File: src/rtl/core/sprf_pkg.sv
// ============================================================================
// Segment radius point filter: shared package
// Widths, payload types, register indexes and region codes for the capsule
// membership pipeline.
// ============================================================================
package sprf_pkg;

    // Coordinate and radius widths.
    localparam int COORD_BITS    = 24;
    localparam int RADIUS_BITS   = 20;
    localparam int CFG_IDX_BITS  = 3;
    localparam int CFG_DATA_BITS = (COORD_BITS > RADIUS_BITS) ? COORD_BITS : RADIUS_BITS;

    // Differences of two coordinates need one more bit than a coordinate.
    localparam int DIFF_BITS = COORD_BITS + 1;
    // Signed product of two differences.
    localparam int SQ_BITS   = 2 * DIFF_BITS;
    // A sum of three squares stays below 3 * 2^(2*COORD_BITS).
    localparam int SUM_BITS  = 2 * DIFF_BITS;
    localparam int RSQ_BITS  = 2 * RADIUS_BITS;

    // Operands of the wide products are split into two equal halves.
    localparam int OPND_MIN  = (SUM_BITS > RSQ_BITS) ? SUM_BITS : RSQ_BITS;
    localparam int HALF_BITS = (OPND_MIN + 1) / 2;
    localparam int OPND_BITS = 2 * HALF_BITS;
    localparam int WIDE_BITS = 2 * OPND_BITS;

    // Register stages from an accepted item to its result strobe.
    localparam int PIPE_LATENCY = 9;

    typedef logic signed [COORD_BITS-1:0]  t_coord;
    typedef logic signed [DIFF_BITS-1:0]   t_diff;
    typedef logic signed [SQ_BITS-1:0]     t_sq;
    typedef logic        [SUM_BITS-1:0]    t_sum;
    typedef logic signed [SUM_BITS:0]      t_c1;
    typedef logic        [RADIUS_BITS-1:0] t_rad;
    typedef logic        [RSQ_BITS-1:0]    t_rsq;
    typedef logic        [HALF_BITS-1:0]   t_half;
    typedef logic        [OPND_BITS-1:0]   t_opnd;
    typedef logic        [2*HALF_BITS-1:0] t_part;
    typedef logic        [2*HALF_BITS:0]   t_mid;
    typedef logic        [WIDE_BITS-1:0]   t_wide;
    typedef logic        [WIDE_BITS:0]     t_wide1;

    localparam t_rad RADIUS_RESET = t_rad'(4000);

    // Configuration register indexes.
    typedef enum logic [CFG_IDX_BITS-1:0] {
        CFG_START_X     = 3'd0,
        CFG_START_Y     = 3'd1,
        CFG_START_Z     = 3'd2,
        CFG_END_X       = 3'd3,
        CFG_END_Y       = 3'd4,
        CFG_END_Z       = 3'd5,
        CFG_KEEP_RADIUS = 3'd6
    } t_cfg_idx;

    // Where the point projects onto the axis.
    typedef enum logic [1:0] {
        REGION_BEFORE = 2'd0,
        REGION_PAST   = 2'd1,
        REGION_BESIDE = 2'd2
    } t_region;

    typedef struct packed {
        t_coord point_x;
        t_coord point_y;
        t_coord point_z;
    } t_point;

    typedef struct packed {
        logic    keep;
        t_region region;
        t_coord  out_x;
        t_coord  out_y;
        t_coord  out_z;
    } t_result;

    typedef struct packed {
        t_coord start_x;
        t_coord start_y;
        t_coord start_z;
        t_coord end_x;
        t_coord end_y;
        t_coord end_z;
        t_rad   keep_radius;
    } t_cfg;

    // Sideband that travels with an item through the wide compare.
    typedef struct packed {
        t_region region;
        logic    near_keep;
        t_point  point;
    } t_side;

    typedef struct packed {
        t_side side;
        t_sum  ww;
        t_sum  c2;
        t_sum  c1;
        t_rsq  r2;
    } t_front_out;

    typedef struct packed {
        t_side  side;
        t_wide  lhs;
        t_wide1 rhs;
    } t_wide_out;

endpackage

File: src/rtl/core/sprf_cfg.sv
// ============================================================================
// Segment radius point filter: configuration registers
// Holds the axis endpoints and the keep radius, written through a plain
// write port. Writes to an index beyond the register list are dropped.
// ============================================================================
module sprf_cfg (
    input  logic                                  i_clk,
    input  logic                                  i_rst_n,
    input  logic                                  i_we,
    input  logic [sprf_pkg::CFG_IDX_BITS-1:0]     i_idx,
    input  logic [sprf_pkg::CFG_DATA_BITS-1:0]    i_data,
    output sprf_pkg::t_cfg                        o_cfg
);

    sprf_pkg::t_cfg r_cfg;
    sprf_pkg::t_cfg n_cfg;

    // Decode the index and update one register.
    always_comb begin
        n_cfg = r_cfg;
        if (i_we) begin
            unique case (i_idx)
                sprf_pkg::CFG_START_X:     n_cfg.start_x = i_data[sprf_pkg::COORD_BITS-1:0];
                sprf_pkg::CFG_START_Y:     n_cfg.start_y = i_data[sprf_pkg::COORD_BITS-1:0];
                sprf_pkg::CFG_START_Z:     n_cfg.start_z = i_data[sprf_pkg::COORD_BITS-1:0];
                sprf_pkg::CFG_END_X:       n_cfg.end_x   = i_data[sprf_pkg::COORD_BITS-1:0];
                sprf_pkg::CFG_END_Y:       n_cfg.end_y   = i_data[sprf_pkg::COORD_BITS-1:0];
                sprf_pkg::CFG_END_Z:       n_cfg.end_z   = i_data[sprf_pkg::COORD_BITS-1:0];
                sprf_pkg::CFG_KEEP_RADIUS: begin
                    n_cfg.keep_radius = i_data[sprf_pkg::RADIUS_BITS-1:0];
                end
                default: n_cfg = r_cfg;
            endcase
        end
    end

    // Register file with its reset values.
    always_ff @(posedge i_clk) begin
        if (!i_rst_n) begin
            r_cfg.start_x     <= '0;
            r_cfg.start_y     <= '0;
            r_cfg.start_z     <= '0;
            r_cfg.end_x       <= '0;
            r_cfg.end_y       <= '0;
            r_cfg.end_z       <= '0;
            r_cfg.keep_radius <= sprf_pkg::RADIUS_RESET;
        end else begin
            r_cfg <= n_cfg;
        end
    end

    assign o_cfg = r_cfg;

endmodule

File: config.mk
export PLATFORM = sky130hd
export DESIGN_NAME = sprf_cfg
export DESIGN_NICKNAME = d
export VERILOG_FILES = /design/src/rtl/core/sprf_pkg.sv /design/src/rtl/core/sprf_cfg.sv
export SDC_FILE = /design/constraint.sdc
export NUM_CORES = 1
export LEC_CHECK = 0
export BUFFER_PORTS_ARGS = -buffer_cell sky130_fd_sc_hd__buf_2
export CAP_MARGIN = 10
export CORE_UTILIZATION = 45
export DETAILED_ROUTE_END_ITERATION = 12
export PLACE_DENSITY = 0.75
export SYNTH_ARGS = -nofsm -noshare
export SYNTH_HDL_FRONTEND = slang
export SYNTH_SLANG_ARGS = --single-unit
File: constraint.sdc
create_clock -name i_clk -period 1.1 [get_ports i_clk]
set_clock_uncertainty 0.1 [all_clocks]
set_input_delay 0.22 -clock i_clk [delete_from_list [all_inputs] [get_ports i_clk]]
set_output_delay 0.22 -clock i_clk [all_outputs]
set_load 0.005 [all_outputs]
==> summary.md, run 1 <==
| Metric | Value |
|---|---|
| Max H-tree Level | `4` |
| Clock Pin Slew Worst Setup and Hold Paths | `0.06 ns` |
| Least-Margin Pin Slew | `0.383 ns` |
| Cells after Synth | `572` |
| Cell area after synthesis | `6060 um^2` |
| Diodes inserted | `0` |
| Reg-to-reg endpoint | `o_cfg[153]$_SDFFE_PN0P_` |
| Dpl hpwl | `11.8 mm` |
| Tmin final | `1.20 ns` |
| Clock power frac | `43.4%` |
| Number of instances in the placed design | `940` |
| Data arrival, critical path | `0.88 ns` |
| Min-delay worst type | `in -> reg` |
| Worst-Skew Late Latency | `0.42 ns` |
| Die Span Y | `118 um` |
| Largest register FFs | `164` |
| CP Launch Type | `flip-flop` |
| Initial antenna violation count | `0` |
| Outcome | `finished with violations` |
| Syn avg cell area | `10.6 um^2` |
| Crit share post-route | `109%` |
| Final setup fails | `164` |
| Dpl ws | `-0.288 ns` |
| Max IR drop VDD | `0.957 mV` |
| GRT overflow | `0` |
| First-pass GRT wire length | `27.1 mm` |
| Drt wl/cell | `17.9 um` |
| FF-to-FF setup slack | `0.17 ns` |
| Crit path to | `o_cfg[10]` |
| Final nets | `852` |
| Area leader, netlist | `dfxtp_1` |
| CP endpoint kind | `output pin` |
| Logic gate share of total power | `7.9%` |
| Post-synth top area share | `54.2%` |
| Synth area leaders | `dfxtp_1 54%, mux2i_1 27%, nand2_1 11%` |
| DR vias | `5,150` |
| Worst path depth | `1` |
| Root Buffer | `clkbuf_16` |
| # IOs | `194` |
| Switch Pwr | `2830 uW` |
| Max-cap violations | `0` |
| Detailed Route WL | `18.0 mm` |
| Layout cells sized above 1 | `55.8%` |
| FF+latch count, synth | `164` |
| Initial DRC count | `217` |
| Setup CP Type | `reg -> out` |
| Total clock sinks | `164` |
| Leak | `0.00457 uW` |
| Gp weighted congestion | `0.803` |
| Sw frac | `22.3%` |
| Num CTS Buffers | `17` |
| Die Wd | `118 um` |
| Failing checks | `negative setup slack` |
| Rows | `42` |
| Total Negative Setup Slacks | `-12.09 ns` |
| Int Pwr | `9870 uW` |
| R2r worst-path depth | `4` |
| Crit-path slowest cell | `dfxtp_2` |
| Slew Viols, Final | `0` |
| Number of antenna-violating nets in the routed design | `0` |
| Seq/Total Area, Yosys | `54.2%` |
| Crit path max fanout | `2` |
| Pwr/cell area | `1420 nW/um^2` |
| Cell family with most CP delay | `flip-flops` |
| CTS tree | `done` |
| Sequential cell fraction of total power | `48.7%` |
| Non-filler cells in the finished layout | `1,007` |
| CP max stage delay | `0.34 ns` |
| Vias in the first global route | `5,172` |
| Clock Tree Buf Depth | `2` |
| Largest net degree at the start of global routing | `26` |
| Syn_nets | `602` |
| Hold Slack | `0.0996 ns` |
| R2r startpoint | `o_cfg[153]$_SDFFE_PN0P_` |
| Syn-to-layout area delta | `47.8%` |
| DR vias/cell | `5.11` |
| Global-route usage over all layers | `25.3%` |
| # port buffers | `193` |
| Setup ws final | `-0.103 ns` |
| Yosys warns | `0` |
| Initial Utilization | `45.9%` |
| RSZ-0062 raised after global routing | `yes` |
| CP startpoint | `o_cfg[10]$_SDFFE_PN1P_` |
| Fmax | `831 MHz` |
| Req. time, crit path | `0.78 ns` |
| DP Area | `7390 um^2` |
| Final hold viol count | `0` |
| Filler cells | `965` |
| Final Cell Area | `8950 um^2` |
| Buf/Inv on CP | `1` |
| Detailed-route DRC error count | `0` |
| Worst-path cell chain | `buf_2` |
| Die area | `13,900 um^2` |
| Distinct cell type count after synthesis | `16` |
| Core area | `13,200 um^2` |
| Headroom to the max-slew limit | `74.4%` |
| Pre-Repair DR Iteration Count | `6` |
[logic make-up (layout without fill, tap and decap cells)]
logic type	after synthesis	in the layout	synth area share (%)
and+or+nand+nor	202	202	14.1
DFF	164	164	54.2
buffers and inverters	42	301	4.63
muxes	164	164	27.1
[stage by stage]
stage / total power [uW] / utilization (%)
after floorplan: 6710 / -
after global placement: 7100 / 56.0
after detailed placement: 7130 / 56.0
after CTS: 12700 / 65.5
after global routing: 13100 / 67.9
final: 12700 / 67.9
[cells in the mapped netlist]
library cell,instances
dfxtp_1,164
buf_6,1
nor4b_2,1
nand4bb_1,2
and4bb_1,1
buf_4,14
clkbuf_1,17
nand4b_1,2
buf_12,2
and4b_2,1
mux2i_1,164
nor2b_1,12
buf_2,6
nand4b_2,1
buf_8,2
nand2_1,182
[final cells by class]
type / instances / area [um^2] / area share, %
timing repair buffer: 273 / 2190 / 24.4
clock inverter: 6 / 55.1 / 0.615
clock buffer: 22 / 484 / 5.41
sequential: 164 / 3490 / 39.0
multi-input combinational: 366 / 2520 / 28.1
tap: 176 / 220 / 2.46
[how the worst min path moves through the flow]
| stage | endpoint | startpoint | slack (ns) | cells past startpoint |
|---|---|---|---|---|
| floorplan | o_cfg[10]$_SDFFE_PN1P_ | i_data[10] | 0.29 | 2 |
| global placement | o_cfg[118]$_SDFFE_PN0P_ | o_cfg[118]$_SDFFE_PN0P_ | 0.34 | 2 |
| detailed placement | o_cfg[125]$_SDFFE_PN0P_ | o_cfg[125]$_SDFFE_PN0P_ | 0.35 | 2 |
| CTS | o_cfg[115]$_SDFFE_PN0P_ | i_data[23] | 0.07 | 3 |
| global route | o_cfg[115]$_SDFFE_PN0P_ | i_data[23] | 0.10 | 3 |
| finish | o_cfg[115]$_SDFFE_PN0P_ | i_data[23] | 0.1 | 3 |
[power groups by stage]
stage | sequential [uW] | clock, uW | combinational (uW)
after detailed placement | 6270 | 0 | 860
after global routing | 6190 | 5820 | 1070
final | 6180 | 5510 | 1010
after floorplan | 6280 | 0 | 430
after CTS | 6170 | 5570 | 947
after global placement | 6260 | 0 | 833
[worst min-delay path: cells and delay by family]
family / cells / cell delay [ns]
buf+inv: 1 / 0.10
simple gates: 1 / 0.16
mux: 1 / 0.09
[layer usage]
metal  part of all wire [%]  global-route usage [%]  vias up
met5                      0                       0        -
met4                    4.5                    15.3        0
met3                    5.0                    4.89       57
met2                     50                    42.5      199
met1                     41                    29.7     2508
li1                       -                       -     2386
[cells in the final DEF (no fill, tap or decap)]
cell type      instances
nand2_1              180
mux2i_1              164
dfxtp_2              164
buf_2                112
buf_6                 80
buf_4                 66
clkbuf_16             17
nor2b_1               12
buf_12                 8
dlygate4sd3_1          7
clkinv_2               5
clkbuf_8               4
nand2_2                2
nand4bb_2              2
nand4b_1               2
nor4b_4                1
and4bb_1               1
nand4b_2               1
and4b_2                1
clkbuf_1               1
bufinv_16              1
[timing repair]
action / in CTS / in global routing
gates resized for setup: 215 / 31
setup buffers: 14 / 18
setup endpoints to repair: 164 / 170
hold endpoints to repair: 7 / 0
hold buffers: 7 / 0
Note: power is estimated with default switching activity, not from simulation.
==> inputs of run 2 (changes only) <==
--- a/config.mk
+++ b/config.mk
@@ -7,9 +7,9 @@
 export LEC_CHECK = 0
 export BUFFER_PORTS_ARGS = -buffer_cell sky130_fd_sc_hd__buf_2
 export CAP_MARGIN = 10
-export CORE_UTILIZATION = 45
+export CORE_UTILIZATION = 25
 export DETAILED_ROUTE_END_ITERATION = 12
-export PLACE_DENSITY = 0.75
+export PLACE_DENSITY = 0.47
 export SYNTH_ARGS = -nofsm -noshare
 export SYNTH_HDL_FRONTEND = slang
 export SYNTH_SLANG_ARGS = --single-unit
==> run 2 against run 1 <==
Net effect: the flow still finishes with violations (negative setup slack); worst hold slack improved by 0.0027 ns; total power increased by 5.8%; register-to-register slack improved by 0.12 ns; clock power increased by 11%; critical path type unchanged; critical endpoint is now o_cfg[128].
==> summary.md, run 2 (synthesized netlist as in run 1, its figures left out) <==
| Metric | Value |
|---|---|
| RSZ-0062 raised after global routing | `yes` |
| # port buffers | `193 (unchanged)` |
| Slew Viols, Final | `0 (unchanged)` |
| Dpl hpwl | `13.1 mm (+11%)` |
| GRT overflow | `0 (unchanged)` |
| Drt wl/cell | `16.3 um (-8.8%)` |
| Failing checks | `negative setup slack` |
| Crit path max fanout | `2 (unchanged)` |
| Cell family with most CP delay | `flip-flops` |
| Root Buffer | `clkbuf_16` |
| Met1 usage | `20.4% (-9.3 points)` |
| Hold Slack | `0.102 ns (+0.00272 ns)` |
| Crit share post-route | `111% (+1.6 points)` |
| Sw frac | `24.6% (+2.4 points)` |
| Initial Utilization | `25.7% (-20 points)` |
| Total clock sinks | `164 (unchanged)` |
| Clock power frac | `45.6% (+2.2 points)` |
| Gp weighted congestion | `0.726 (-9.6%)` |
| Req. time, crit path | `0.78 ns (about the same)` |
| Detailed-route DRC error count | `0 (unchanged)` |
| Num CTS Buffers | `17 (unchanged)` |
| Syn-to-layout area delta | `57.4%` |
| Clock Pin Slew Worst Setup and Hold Paths | `0.07 ns (about the same)` |
| Setup CP Type | `reg -> out` |
| Leak | `0.00468 uW (+2.5%)` |
| Final hold viol count | `0 (unchanged)` |
| Least-Margin Pin Slew | `0.292 ns (-0.0907 ns)` |
| Number of antenna-violating nets in the routed design | `0 (unchanged)` |
| Final setup fails | `164 (unchanged)` |
| Switch Pwr | `3310 uW (+17%)` |
| Number of instances in the placed design | `1,092 (+16%)` |
| First-pass GRT wire length | `27.8 mm (+2.9%)` |
| Initial antenna violation count | `1 (+1)` |
| Headroom to the max-slew limit | `80.5% (+6.1 points)` |
| Vias in the first global route | `4,587 (-11%)` |
| Core area | `23,600 um^2 (+79%)` |
| Clock Tree Buf Depth | `2 (unchanged)` |
| Setup ws final | `-0.120 ns (-0.0171 ns)` |
| Die Span Y | `158 um (+34%)` |
| DR vias | `4,821 (-6.4%)` |
| Largest net degree at the start of global routing | `27 (+3.8%)` |
| Die Wd | `158 um (+34%)` |
| Initial DRC count | `225 (+3.7%)` |
| Int Pwr | `10,100 uW (+2.5%)` |
| Non-filler cells in the finished layout | `1,157 (+15%)` |
| CTS tree | `done` |
| CP max stage delay | `0.36 ns (+0.02 ns)` |
| Fmax | `820 MHz (-1.4%)` |
| Buf/Inv on CP | `1 (unchanged)` |
| Sequential cell fraction of total power | `46.0% (-2.7 points)` |
| Detailed Route WL | `18.9 mm (+4.8%)` |
| Logic gate share of total power | `8.4% (+0.5 points)` |
| Post-layout util | `40.4% (-27 points)` |
| Layout cells sized above 1 | `56.4% (+0.56 points)` |
| GRT busiest layer | `met2` |
| M3 GR Usage | `3.20% (-1.7 points)` |
| Max-cap violations | `0 (unchanged)` |
| Crit-path slowest cell | `dfxtp_2` |
| Worst-path cell chain | `buf_2` |
| Max IR drop VDD | `0.768 mV (-20%)` |
| # IOs | `194 (unchanged)` |
| DR vias/cell | `4.17 (-19%)` |
| Worst-Skew Late Latency | `0.42 ns (about the same)` |
| Max H-tree Level | `4 (unchanged)` |
| Rows | `56 (+33%)` |
| Commonest non-fill, non-tap cell in the layout | `nand2_1` |
| Pre-Repair DR Iteration Count | `4 (-2)` |
| Outcome | `finished with violations` |
| Global-route usage over all layers | `15.3% (-10 points)` |
| GRT met2 Usage | `24.1% (-18 points)` |
| Largest register FFs | `164 (unchanged)` |
| CP endpoint kind | `output pin` |
| Final nets | `854 (+0.23%)` |
| Die area | `24,900 um^2 (+78%)` |
| Most frequent cells in the layout | `180 x nand2_1, 164 x mux2i_1, 164 x dfxtp_2` |
| Min-delay worst type | `in -> reg` |
| Dpl ws | `-0.271 ns (+0.0165 ns)` |
| Pwr/cell area | `1410 nW/um^2 (-0.70%)` |
| CP Launch Type | `flip-flop` |
| Tmin final | `1.22 ns (+0.0171 ns)` |
| Data arrival, critical path | `0.90 ns (+0.02 ns)` |
-- run 2: cell types whose count changed in the layout (fill, tap and decap cells not counted), sizes merged --
cell	before	now
buf	266	269
bufinv	1	2
clkbuf	22	18
diode	0	1
dlygate4sd3	7	6
inv	0	7
-- run 2: power by group through the flow --
| stage | logic, uW | registers (uW) | clock network, uW |
|---|---|---|---|
| 3_5_place_dp | 1020 | 6270 | 0 |
| 4_1_cts | 1100 | 6170 | 6320 |
| 6_report | 1130 | 6180 | 6120 |
| 5_1_grt | 1220 | 6190 | 6550 |
| 2_1_floorplan | 430 | 6280 | 0 |
| 3_3_place_gp | 1020 | 6270 | 0 |
-- run 2: cell type report --
class                           count  area, um^2
Clock inverter                     14         169
Clock buffer                       18         429
Antenna cell                        1        2.50
Timing Repair Buffer              275        2530
Fill cell                        2359       14100
Sequential cell                   164        3490
Tap cell                          319         399
Multi-Input combinational cell    366        2520
-- run 2: worst paths after layout --
path | to | from | slack (ns) | cells past startpoint
worst max register to register | o_cfg[4]$_SDFFE_PN0P_ | o_cfg[4]$_SDFFE_PN0P_ | 0.29 | 3
worst min-delay path | o_cfg[88]$_SDFFE_PN0P_ | i_data[20] | 0.10 | 3
worst min register to register | o_cfg[53]$_SDFFE_PN0P_ | o_cfg[53]$_SDFFE_PN0P_ | 0.35 | 2
worst max-delay path | o_cfg[128] | o_cfg[128]$_SDFFE_PN0P_ | -0.12 | 1
-- run 2: routing by layer --
| metal | vias to the layer above | part of all wire [%] |
|---|---|---|
| li1 | 2401 | - |
| met4 | 0 | 1.7 |
| met3 | 19 | 4.3 |
| met2 | 107 | 47 |
| met5 | - | 0 |
| met1 | 2294 | 47 |
-- run 2: stage by stage --
stage / total power (uW) / TNS [ns] / area (um^2)
floorplan: 6710 / -1.93 / 6080
detailed placement: 7290 / -26.84 / 7830
finish: 13400 / -12.96 / 9530
global route: 14000 / -18.27 / 9530
global placement: 7290 / -27.09 / 7830
CTS: 13600 / -17.44 / 9110
-- run 2: what timing repair did --
action                     CTS  global route
hold endpoints to repair     6             0
hold buffers                 6             0
pin swaps                    0             0
setup endpoints to repair  164           169
gates resized for setup    223            45
buffers inserted             5            21
